### src/hdl/drpk_pkg.sv
// ----------------------------------------------------------------------------
// drpk_pkg
// Shared types and constants for the DER RSA private key parser.
// ----------------------------------------------------------------------------
package drpk_pkg;

  typedef enum logic [2:0] {
    PH_IDLE    = 3'd0,
    PH_SEQ_LEN = 3'd1,
    PH_VERSION = 3'd2,
    PH_INT_TAG = 3'd3,
    PH_INT_LEN = 3'd4,
    PH_INT_VAL = 3'd5
  } phase_t;

  typedef enum logic [1:0] {
    ST_OK       = 2'd0,
    ST_BAD_TAG  = 2'd1,
    ST_LONG_LEN = 2'd2,
    ST_TOO_WIDE = 2'd3
  } status_t;

  localparam logic [7:0] SEQ_TAG       = 8'h30;
  localparam logic [7:0] LONG_FORM     = 8'h80;
  localparam logic [7:0] MAX_INT_BYTES = 8'd9;
  localparam logic [2:0] VERSION_BYTES = 3'd3;
  localparam logic [2:0] LAST_INDEX    = 3'd7;

  typedef struct packed {
    logic [2:0]  field_index;
    logic [63:0] value;
    status_t     status;
    logic        last;
  } result_t;

endpackage

### src/hdl/drpk_core.sv
// ----------------------------------------------------------------------------
// drpk_core
// Parse state and one-byte step logic: header checks, integer length and
// value accumulation, result generation.
// ----------------------------------------------------------------------------
module drpk_core (
  input  logic             clk,
  input  logic             rst,
  input  logic             step,
  input  logic [7:0]       data_byte,
  input  logic             start_req,
  output logic             res_valid,
  output drpk_pkg::result_t res
);
  import drpk_pkg::*;

  phase_t      parse_phase, parse_phase_next;
  logic [2:0]  header_position, header_position_next;
  logic [3:0]  bytes_remaining, bytes_remaining_next;
  logic [63:0] accumulator, accumulator_next;
  logic [2:0]  integer_count, integer_count_next;
  logic        first_value_byte, first_value_byte_next;

  logic [2:0]  hp_inc;
  logic [3:0]  br_dec;
  logic [63:0] acc_shift;
  logic        final_int;

  assign hp_inc    = header_position + 3'd1;
  assign br_dec    = bytes_remaining - 4'd1;
  assign acc_shift = {accumulator[55:0], data_byte};
  assign final_int = (integer_count == LAST_INDEX);

  always_comb begin
    parse_phase_next      = parse_phase;
    header_position_next  = header_position;
    bytes_remaining_next  = bytes_remaining;
    accumulator_next      = accumulator;
    integer_count_next    = integer_count;
    first_value_byte_next = first_value_byte;
    res_valid             = 1'b0;
    res.field_index       = 3'd0;
    res.value             = 64'd0;
    res.status            = ST_OK;
    res.last              = 1'b0;

    if (start_req) begin
      header_position_next  = 3'd0;
      bytes_remaining_next  = 4'd0;
      accumulator_next      = 64'd0;
      integer_count_next    = 3'd0;
      first_value_byte_next = 1'b0;
      if (data_byte != SEQ_TAG) begin
        parse_phase_next = PH_IDLE;
        res_valid        = 1'b1;
        res.status       = ST_BAD_TAG;
        res.last         = 1'b1;
      end else begin
        parse_phase_next = PH_SEQ_LEN;
      end
    end else begin
      case (parse_phase)
        PH_IDLE: begin
          parse_phase_next = PH_IDLE;
        end
        PH_SEQ_LEN: begin
          if (data_byte >= LONG_FORM) begin
            parse_phase_next = PH_IDLE;
            res_valid        = 1'b1;
            res.status       = ST_LONG_LEN;
            res.last         = 1'b1;
          end else begin
            header_position_next = 3'd0;
            parse_phase_next     = PH_VERSION;
          end
        end
        PH_VERSION: begin
          header_position_next = hp_inc;
          if (hp_inc >= VERSION_BYTES) parse_phase_next = PH_INT_TAG;
        end
        PH_INT_TAG: begin
          parse_phase_next = PH_INT_LEN;
        end
        PH_INT_LEN: begin
          accumulator_next = 64'd0;
          if (data_byte > MAX_INT_BYTES) begin
            parse_phase_next = PH_IDLE;
            res_valid        = 1'b1;
            res.field_index  = integer_count;
            res.status       = ST_TOO_WIDE;
            res.last         = 1'b1;
          end else if (data_byte == 8'd0) begin
            // empty integer: emit zero right at the length byte
            res_valid          = 1'b1;
            res.field_index    = integer_count;
            res.last           = final_int;
            integer_count_next = integer_count + 3'd1;
            parse_phase_next   = final_int ? PH_IDLE : PH_INT_TAG;
          end else begin
            bytes_remaining_next  = data_byte[3:0];
            first_value_byte_next = (data_byte == MAX_INT_BYTES);
            parse_phase_next      = PH_INT_VAL;
          end
        end
        PH_INT_VAL: begin
          if (first_value_byte && (data_byte != 8'd0)) begin
            parse_phase_next = PH_IDLE;
            res_valid        = 1'b1;
            res.field_index  = integer_count;
            res.status       = ST_TOO_WIDE;
            res.last         = 1'b1;
          end else begin
            first_value_byte_next = 1'b0;
            accumulator_next      = acc_shift;
            bytes_remaining_next  = br_dec;
            if (br_dec == 4'd0) begin
              res_valid          = 1'b1;
              res.field_index    = integer_count;
              res.value          = acc_shift;
              res.last           = final_int;
              integer_count_next = integer_count + 3'd1;
              parse_phase_next   = final_int ? PH_IDLE : PH_INT_TAG;
            end
          end
        end
        default: begin
          parse_phase_next = PH_IDLE;
        end
      endcase
    end
  end

  always_ff @(posedge clk) begin
    if (rst) begin
      parse_phase      <= PH_IDLE;
      header_position  <= 3'd0;
      bytes_remaining  <= 4'd0;
      accumulator      <= 64'd0;
      integer_count    <= 3'd0;
      first_value_byte <= 1'b0;
    end else if (step) begin
      parse_phase      <= parse_phase_next;
      header_position  <= header_position_next;
      bytes_remaining  <= bytes_remaining_next;
      accumulator      <= accumulator_next;
      integer_count    <= integer_count_next;
      first_value_byte <= first_value_byte_next;
    end
  end

endmodule

### src/hdl/der_rsa_private_key_parser_unit.sv
// ----------------------------------------------------------------------------
// der_rsa_private_key_parser_unit
// Streaming DER RSA private key parser with registered input and result.
// ----------------------------------------------------------------------------
// Takes one byte of a DER-encoded RSA private key per beat (start_req marks
// the SEQUENCE tag of a new key) and returns one beat per decoded INTEGER,
// carrying its index, its value (up to 64 bits), a status code and a last
// flag on the final beat of a key (eighth integer or any error). The block
// sustains one input byte per clock cycle while input is not stalled; each byte
// passes an input register, a single step of the parse state in drpk_core, and
// the result register, which presents the result until the receiver takes it.
// A result that is not taken stalls input only when the next byte also
// produces a result.
module der_rsa_private_key_parser_unit (
  input  logic        clk,
  input  logic        rst,
  input  logic        in_valid,
  output logic        in_ready,
  input  logic [7:0]  data_byte,
  input  logic        start_req,
  output logic        out_valid,
  input  logic        out_ready,
  output logic [2:0]  field_index,
  output logic [63:0] value,
  output logic [1:0]  status,
  output logic        last
);
  import drpk_pkg::*;

  logic       s1_valid;
  logic [7:0] s1_byte;
  logic       s1_start;
  logic       s1_adv;
  logic       res_valid;
  result_t    res;
  result_t    out_res;

  drpk_core u_core (
    .clk       (clk),
    .rst       (rst),
    .step      (s1_adv),
    .data_byte (s1_byte),
    .start_req (s1_start),
    .res_valid (res_valid),
    .res       (res)
  );

  // advance unless a result must wait for a full output register
  assign s1_adv   = s1_valid && (!res_valid || !out_valid || out_ready);
  assign in_ready = !s1_valid || s1_adv;

  always_ff @(posedge clk) begin
    if (rst) begin
      s1_valid <= 1'b0;
    end else if (in_ready) begin
      s1_valid <= in_valid;
    end
  end

  always_ff @(posedge clk) begin
    if (in_valid && in_ready) begin
      s1_byte  <= data_byte;
      s1_start <= start_req;
    end
  end

  always_ff @(posedge clk) begin
    if (rst) begin
      out_valid <= 1'b0;
    end else if (s1_adv && res_valid) begin
      out_valid <= 1'b1;
    end else if (out_ready) begin
      out_valid <= 1'b0;
    end
  end

  always_ff @(posedge clk) begin
    if (s1_adv && res_valid) begin
      out_res <= res;
    end
  end

  assign field_index = out_res.field_index;
  assign value       = out_res.value;
  assign status      = out_res.status;
  assign last        = out_res.last;

endmodule
### config.mk
export PLATFORM = sky130hd
export DESIGN_NAME = der_rsa_private_key_parser_unit
export DESIGN_NICKNAME = d
export VERILOG_FILES = /design/src/hdl/drpk_pkg.sv /design/src/hdl/drpk_core.sv /design/src/hdl/der_rsa_private_key_parser_unit.sv
export SDC_FILE = /design/constraint.sdc
export NUM_CORES = 1
export LEC_CHECK = 0
export ABC_AREA = 1
export BUFFER_PORTS_ARGS = -buffer_cell sky130_fd_sc_hd__buf_2
export CAP_MARGIN = 10
export CORE_ASPECT_RATIO = 0.5
export CORE_UTILIZATION = 57
export DETAILED_ROUTE_END_ITERATION = 10
export HOLD_SLACK_MARGIN = 0.05
export PLACE_DENSITY = 0.79
export SETUP_SLACK_MARGIN = 0.4
export SLEW_MARGIN = 5
export SYNTH_ARGS = -nofsm -noshare
export SYNTH_HDL_FRONTEND = slang
export SYNTH_SLANG_ARGS = --single-unit
### constraint.sdc
create_clock -name clk -period 4 [get_ports clk]
set_clock_uncertainty 0.05 [all_clocks]
set_input_delay 0.2 -clock clk [delete_from_list [all_inputs] [get_ports clk]]
set_output_delay 0.2 -clock clk [all_outputs]
set_load 0.005 [all_outputs]
## Word-level counts from Yosys, hierarchy flattened

Cells that the tools add are included.

| word-level totals | value |
|---|---|
| bits in registers | 151 |
| latch bits | 0 |
| RAM bits | 0 |
| bits in read-only memories | 0 |
| input bits | 13 |
| output and inout port bits | 72 |
| word-level logic and storage cells | 117 |
| memories kept | 0 |

| cells by class | value |
|---|---|
| add/sub/neg operators | 3 |
| $mul | 0 |
| div/mod/pow operators | 0 |
| order comparisons | 3 |
| eq/ne operators | 16 |
| shifts and indexed selects | 0 |
| mux-type cells | 57 |
| bitwise logic cells | 2 |
| reductions and logical operators | 22 |

Operators by type and width:

| cell | number |
|---|---|
| two-way mux 56 bit | 2 |
| case mux 56 bit (2 select lines) | 1 |
| two-way mux 67 bit | 1 |
| two-way mux 3 bit | 18 |
| two-way mux 1 bit | 18 |
| case mux 3 bit (2 select lines) | 3 |
| two-way mux 4 bit | 4 |
| case mux 3 bit (5 select lines) | 1 |
| != test 3 bit (second input constant) | 4 |
| two-way mux 2 bit | 5 |
| == test 3 bit (second input constant) | 3 |
| != test 3 x 2 -> 1 bit (second input constant) | 3 |
| case mux 3 bit (3 select lines) | 1 |
| AND reduction 3 bit | 3 |
| == test 8 x 4 -> 1 bit (second input constant) | 1 |
| >= comparator 8 bit (second input constant) | 1 |
| greater-than comparator 8 x 4 -> 1 bit (second input constant) | 1 |
| zero test 8 bit | 1 |
| != test 8 x 6 -> 1 bit (second input constant) | 1 |
| case mux 4 bit (2 select lines) | 1 |
| nonzero test 8 bit | 1 |
| adder 3 x 1 -> 3 bit (second input constant) | 2 |
| == test 3 x 2 -> 1 bit (second input constant) | 2 |
| AND reduction 6 bit | 1 |
| other kinds (15) | 24 |

## Longest topological paths before layout

| logic depth | value |
|---|---|
| word-level depth | 12 |
| depth in mapped cells | 19 |
| gate-level depth less buffers | 17 |

## Modules after synthesis

A second synthesis with hierarchy kept.

| second synthesis, totals | value |
|---|---|
| cells, all modules | 696 |
| area total of the unflattened synthesis | 6,620.1 um^2 |

By module, submodules not included:

| module | instances | cells each | area an instance (um^2) | seq. area each (um^2) |
|---|---|---|---|---|
| drpk_core | 1 | 599 | 4,129.0 | 1,401.3 |
| der_rsa_private_key_parser_unit | 1 | 97 | 2,491.1 | 2,412.3 |

## Worst setup path before layout

OpenSTA, ideal clock, no wires.

| timing | value |
|---|---|
| path type | register to register |
| start | register s1_byte[7] |
| end | register out_res (netlist bit field_index[0]) (enable) |
| setup time | 0.425 ns |
| arrival time | 2.755 ns |
| data required time | 3.525 ns |
| setup slack | 0.771 ns |
| stages on the path, launching flop included | 12 |
| path buffers | 0 |
| clock period less this slack | 3.229 ns |
| path through | edfxtp_1 > nor2_1 > nand2_1 > o21ai_2 > nand2_2 > nand2_2 > nand3_1 > nand2_1 > nand2_2 > nand2_4 > nand3_1 > inv_1 |

| between the ends | value |
|---|---|
| word-level cells in the longest chain between the ends | 10 |
| elaborated cells on any way between the ends | 18 |
| those cells by class | order compare: 2; eq/ne: 1; mux: 7; reduce/logical: 8 |

RTL lines:

| item | RTL line | text |
|---|---|---|
| start: declaration | der_rsa_private_key_parser_unit.sv:31 | `logic [7:0] s1_byte;` |
| start signal: assignment | der_rsa_private_key_parser_unit.sv:62 | `s1_byte <= data_byte;` |
| parallel branches: the longest is 4 deep, another holds greater-than comparator 8 x 4 -> 1 bit | -- |  |
| two-way mux 1 bit * | drpk_core.sv:47 | `if (start_req) begin` |
| zero test 1 bit | der_rsa_private_key_parser_unit.sv:49 | `assign s1_adv = s1_valid && (!res_valid \|\| !out_valid \|\| out_ready);` |
| logical OR 1 bit (2 in series) | der_rsa_private_key_parser_unit.sv:49 |  |
| logical AND 1 bit | der_rsa_private_key_parser_unit.sv:49 |  |
| logical AND 1 bit * | der_rsa_private_key_parser_unit.sv:78 | `if (s1_adv && res_valid) begin` |
| end signal: assignment | der_rsa_private_key_parser_unit.sv:79 | `out_res <= res;` |
| end: declaration | der_rsa_private_key_parser_unit.sv:36 | `result_t out_res;` |

Every way passes the cells marked *.
A chain may end at the register's enable or synchronous reset.

## Worst setup path in the final report

| timing | value |
|---|---|
| start | register u_core.bytes_remaining[0] |
| end | register u_core.accumulator[34] |

| between the ends | value |
|---|---|
| word-level cells in the longest chain between the ends | 11 |

RTL lines:

| item | RTL line | text |
|---|---|---|
| start: declaration | drpk_core.sv:19 | `logic [3:0] bytes_remaining, bytes_remaining_next;` |
| start signal: assignment | drpk_core.sv:144 | `bytes_remaining <= bytes_remaining_next;` |
| subtractor 4 x 1 -> 4 bit | drpk_core.sv:30 | `assign br_dec = bytes_remaining - 4'd1;` |
| zero test 4 bit | drpk_core.sv:116 | `if (br_dec == 4'd0) begin` |
| two-way mux 1 bit | drpk_core.sv:116 |  |
| two-way mux 1 bit | drpk_core.sv:106 | `if (first_value_byte && (data_byte != 8'd0)) begin` |
| case mux 1 bit (3 select lines) | drpk_core.sv:62 | `case (parse_phase)` |
| two-way mux 1 bit | drpk_core.sv:47 |  |
| zero test 1 bit | der_rsa_private_key_parser_unit.sv:49 |  |
| logical OR 1 bit (2 in series) | der_rsa_private_key_parser_unit.sv:49 |  |
| logical AND 1 bit | der_rsa_private_key_parser_unit.sv:49 |  |
| AND reduction 3 bit (no line) | -- |  |
| end signal: assignment | drpk_core.sv:145 | `accumulator <= accumulator_next;` |
| end: declaration | drpk_core.sv:20 | `logic [63:0] accumulator, accumulator_next;` |

No other way between the ends.

==> metrics.md <==
| Metric | Value |
|---|---|
| DRT Wirelength | `12,900 µm` |
| Worst hold stages | `4` |
| Worst-Skew Late Latency | `0.41 ns` |
| # diodes | `0` |
| Vias in the first global route | `4,590` |
| CP Capture Type | `flop` |
| Die area | `11,500 µm²` |
| IO buf count | `84` |
| DIE HEIGHT | `76.2 µm` |
| DP Wirelength | `8070 µm` |
| Power Total | `3.57 mW` |
| Slew margin rel. | `0.240` |
| Final ANT Viol Nets | `0` |
| R2r worst-path depth | `18` |
| Largest fanout on the critical path | `58` |
| Final hold vios | `0` |
| Logic pwr share | `0.071` |
| Crit path largest cell delay | `0.46 ns` |
| Placer congestion estimate | `0.879` |
| Worst path cell trace | `inv_1 > ha_1 > inv_1 > nand2_1 > nand2_1 > nor2_1 > nand2_1 > nand2_2 > nand2_2 > nand3_1 > nand2_1 > nand2_2 > nand2_4 > nand3b_4 > buf_12 > nand2_1 > nand2_1 > nor2_1` |
| Switching part of the total | `0.241` |
| Final Cycle Share | `0.695` |
| Number of placement rows | `26` |
| Worst path slowest cell | `nand3b_4` |
| Clock Pin Slew Worst Setup and Hold Paths | `0.06 ns` |
| Fmax | `0.360 GHz` |
| Final min period | `2.78 ns` |
| Synth cell types | `28` |
| Seq/Total Area, Yosys | `0.608` |
| Total CTS buffers | `17` |
| TritonRoute pass-1 iters | `6` |
| Number of max-cap violations | `0` |
| Part of the power in registers | `0.482` |
| Syn_nets | `751` |
| Synth Area in XOR/XNOR | `0.00140` |
| Final Slew Violations | `0` |
| Adder-cell area share of the yosys netlist | `0.0120` |
| Mapped Area | `6270 µm²` |
| RSZ-0062 raised after global routing | `no` |
| Most common library cell in the layout ignoring fill and taps | `nand2_1` |
| Global-route wire length before repair | `21,200 µm` |
| Total negative slack | `0 ns` |
| Core area | `10,400 µm²` |
| Initial Utilization | `0.601` |
| Clock tree buffer depth | `2` |
| Pwr dens | `478 nW/µm²` |
| Worst-Margin Slew | `1.14 ns` |
| Hold WS | `0.102 ns` |
| Drt initial violations | `310` |
| Setup crit start kind | `flop` |
| Static Leak | `3.49 nW` |
| CP most frequent cell | `nand2_1` |
| Nets@finish | `837` |
| Mux contribution to synthesized area | `0` |
| Avg Cell Area, Syn | `8.57 µm²` |
| Synthesized instance count | `732` |
| Die width | `150 µm` |
| # DRC | `0` |
| Outcome | `complete, no violations` |
| Total grt overflow | `0` |
| Psw | `0.861 mW` |
| H-tree depth | `4` |
| Yosys reg bits | `151` |
| Post-DR wirelength/cell | `13.3 µm` |
| HP Class | `input pin to flop` |
| Largest net degree at the start of global routing | `69` |
| Synth Area in Simple Gates | `0.226` |
| All-Layer GR Usage | `0.242` |
| Worst EP arrival | `3.08 ns` |
| Antenna violations before repair | `0` |
| Power Internal | `2.71 mW` |
| Main combinational cell family by area after synthesis | `simple AND/OR/NAND/NOR gates` |
| Via count | `4,820` |
| Clk network pwr share | `0.447` |
| Layout area overhead | `19.3%` |
| Ys Warns | `0` |
| # IOs | `85` |
| CP Class | `flop to flop` |
| CTS Sinks | `151` |
| Final setup vio count | `0` |
| Via/cell ratio | `4.96` |
| CTS tree | `done` |
| WP data required | `4.30 ns` |
| Root buffer cell | `clkbuf_16` |
| Layout cells sized above 1 | `0.156` |
| Leading cell types in the layout, fill and taps excluded | `nand2_1, nor2_1, inv_1, buf_2, edfxtp_1` |
| Max VDD drop | `0.363 mV` |
| Synth Area in Compound Gates | `0.0668` |
## cells in the mapped netlist
library cell  instances  area share
a21boi_0              1      0.0012
a21oi_1              63       0.050
buf_1                 2      0.0012
buf_2                10      0.0080
buf_6                 4      0.0072
clkbuf_1             17       0.010
clkinv_1              1     0.00060
dfxtp_1              72        0.23
edfxtp_1             79        0.38
ha_1                  6       0.012
inv_1                96       0.057
inv_2                 1     0.00060
nand2_1             168        0.10
nand2_2               3      0.0030
nand2_4               1      0.0018
nand3_1              11      0.0088
nand3b_1              1      0.0012
nand3b_2              1      0.0018
nand4_1               4      0.0040
nor2_1              166       0.099
nor2_2                1      0.0010
nor3_1                5      0.0040
nor4_1                1      0.0010
o21ai_0              12      0.0096
o21ai_2               1      0.0014
o22ai_1               3      0.0030
o311ai_0              1      0.0014
xnor2_1               1      0.0014
## kinds of logic (layout without fill, tap and decap cells)
group / count (synthesis) / after routing
simple gates: 362 / 362
compound gates: 81 / 81
buf+inv: 131 / 230
xor+xnor: 1 / 1
flops: 151 / 151
fa+ha+maj: 6 / 6
## power by group through the flow
| stage | Combinational (mW) | Sequential [mW] | Clock [mW] |
|---|---|---|---|
| final | 0.252 | 1.72 | 1.60 |
| after global routing | 0.290 | 1.73 | 1.67 |
| after CTS | 0.252 | 1.72 | 1.61 |
| after detailed placement | 0.238 | 1.76 | 0 |
| after global placement | 0.232 | 1.75 | 0 |
| after floorplan | 0.182 | 1.75 | 0 |
## metrics by stage
step	util	setup WS (ns)	instance area [µm²]	cells
after CTS	0.716	1.20	7480	971
final	0.716	1.22	7480	971
after detailed placement	0.649	1.22	6780	928
after global placement	0.649	1.29	6780	928
after floorplan	-	0.771	6270	732
after global routing	0.716	0.892	7480	971
## state kept, by name, summed over array words and instances (netlist names), 2 cells and up
| register | count |
|---|---|
| s1_byte | 8 |
| u_core.accumulator | 56 |
| field_index | 3 |
| u_core.bytes_remaining | 4 |
| u_core.parse_phase | 3 |
| status | 2 |
| u_core.header_position | 3 |
| u_core.integer_count | 3 |
| value | 64 |
## critical path: cells and delay by family (launching register included)
family,cells,cell delay [ns]
simple gates,14,1.49
buf+inv,3,0.55
flops,1,0.36
fa+ha+maj,1,0.22
## layout make-up
class | count | area [µm²]
fill | 779 | 2960
clock inverter | 14 | 161
sequential | 151 | 3810
timing repair buffer | 100 | 593
tap | 140 | 175
clock buffer | 18 | 429
inverter | 98 | 368
multi-input combinational | 450 | 1940
## worst paths after layout
| path | from | to | slack (ns) |
|---|---|---|---|
| setup / recovery | u_core.bytes_remaining[0] | u_core.accumulator[34] | 1.22 |
| hold / removal | out_ready | out_valid | 0.10 |
| setup reg to reg | u_core.bytes_remaining[0] | u_core.accumulator[34] | 1.22 |
| hold reg to reg | u_core.accumulator[0] | u_core.accumulator[8] | 0.44 |
## what timing repair did
item / in CTS / in global routing
hold buffers: 11 / 0
buffers inserted: 0 / 0
endpoints found under the hold margin: 13 / 0
resized for setup: 0 / 0
## per-layer routing
layer,wire length (µm),track usage,vias to the layer above
met2,6220,0.400,135
met4,154,0.0919,0
met1,5860,0.313,2201
met5,0,0,-
li1,-,-,2466
met3,664,0.0491,18
Note: power is estimated with default switching activity, not from simulation.
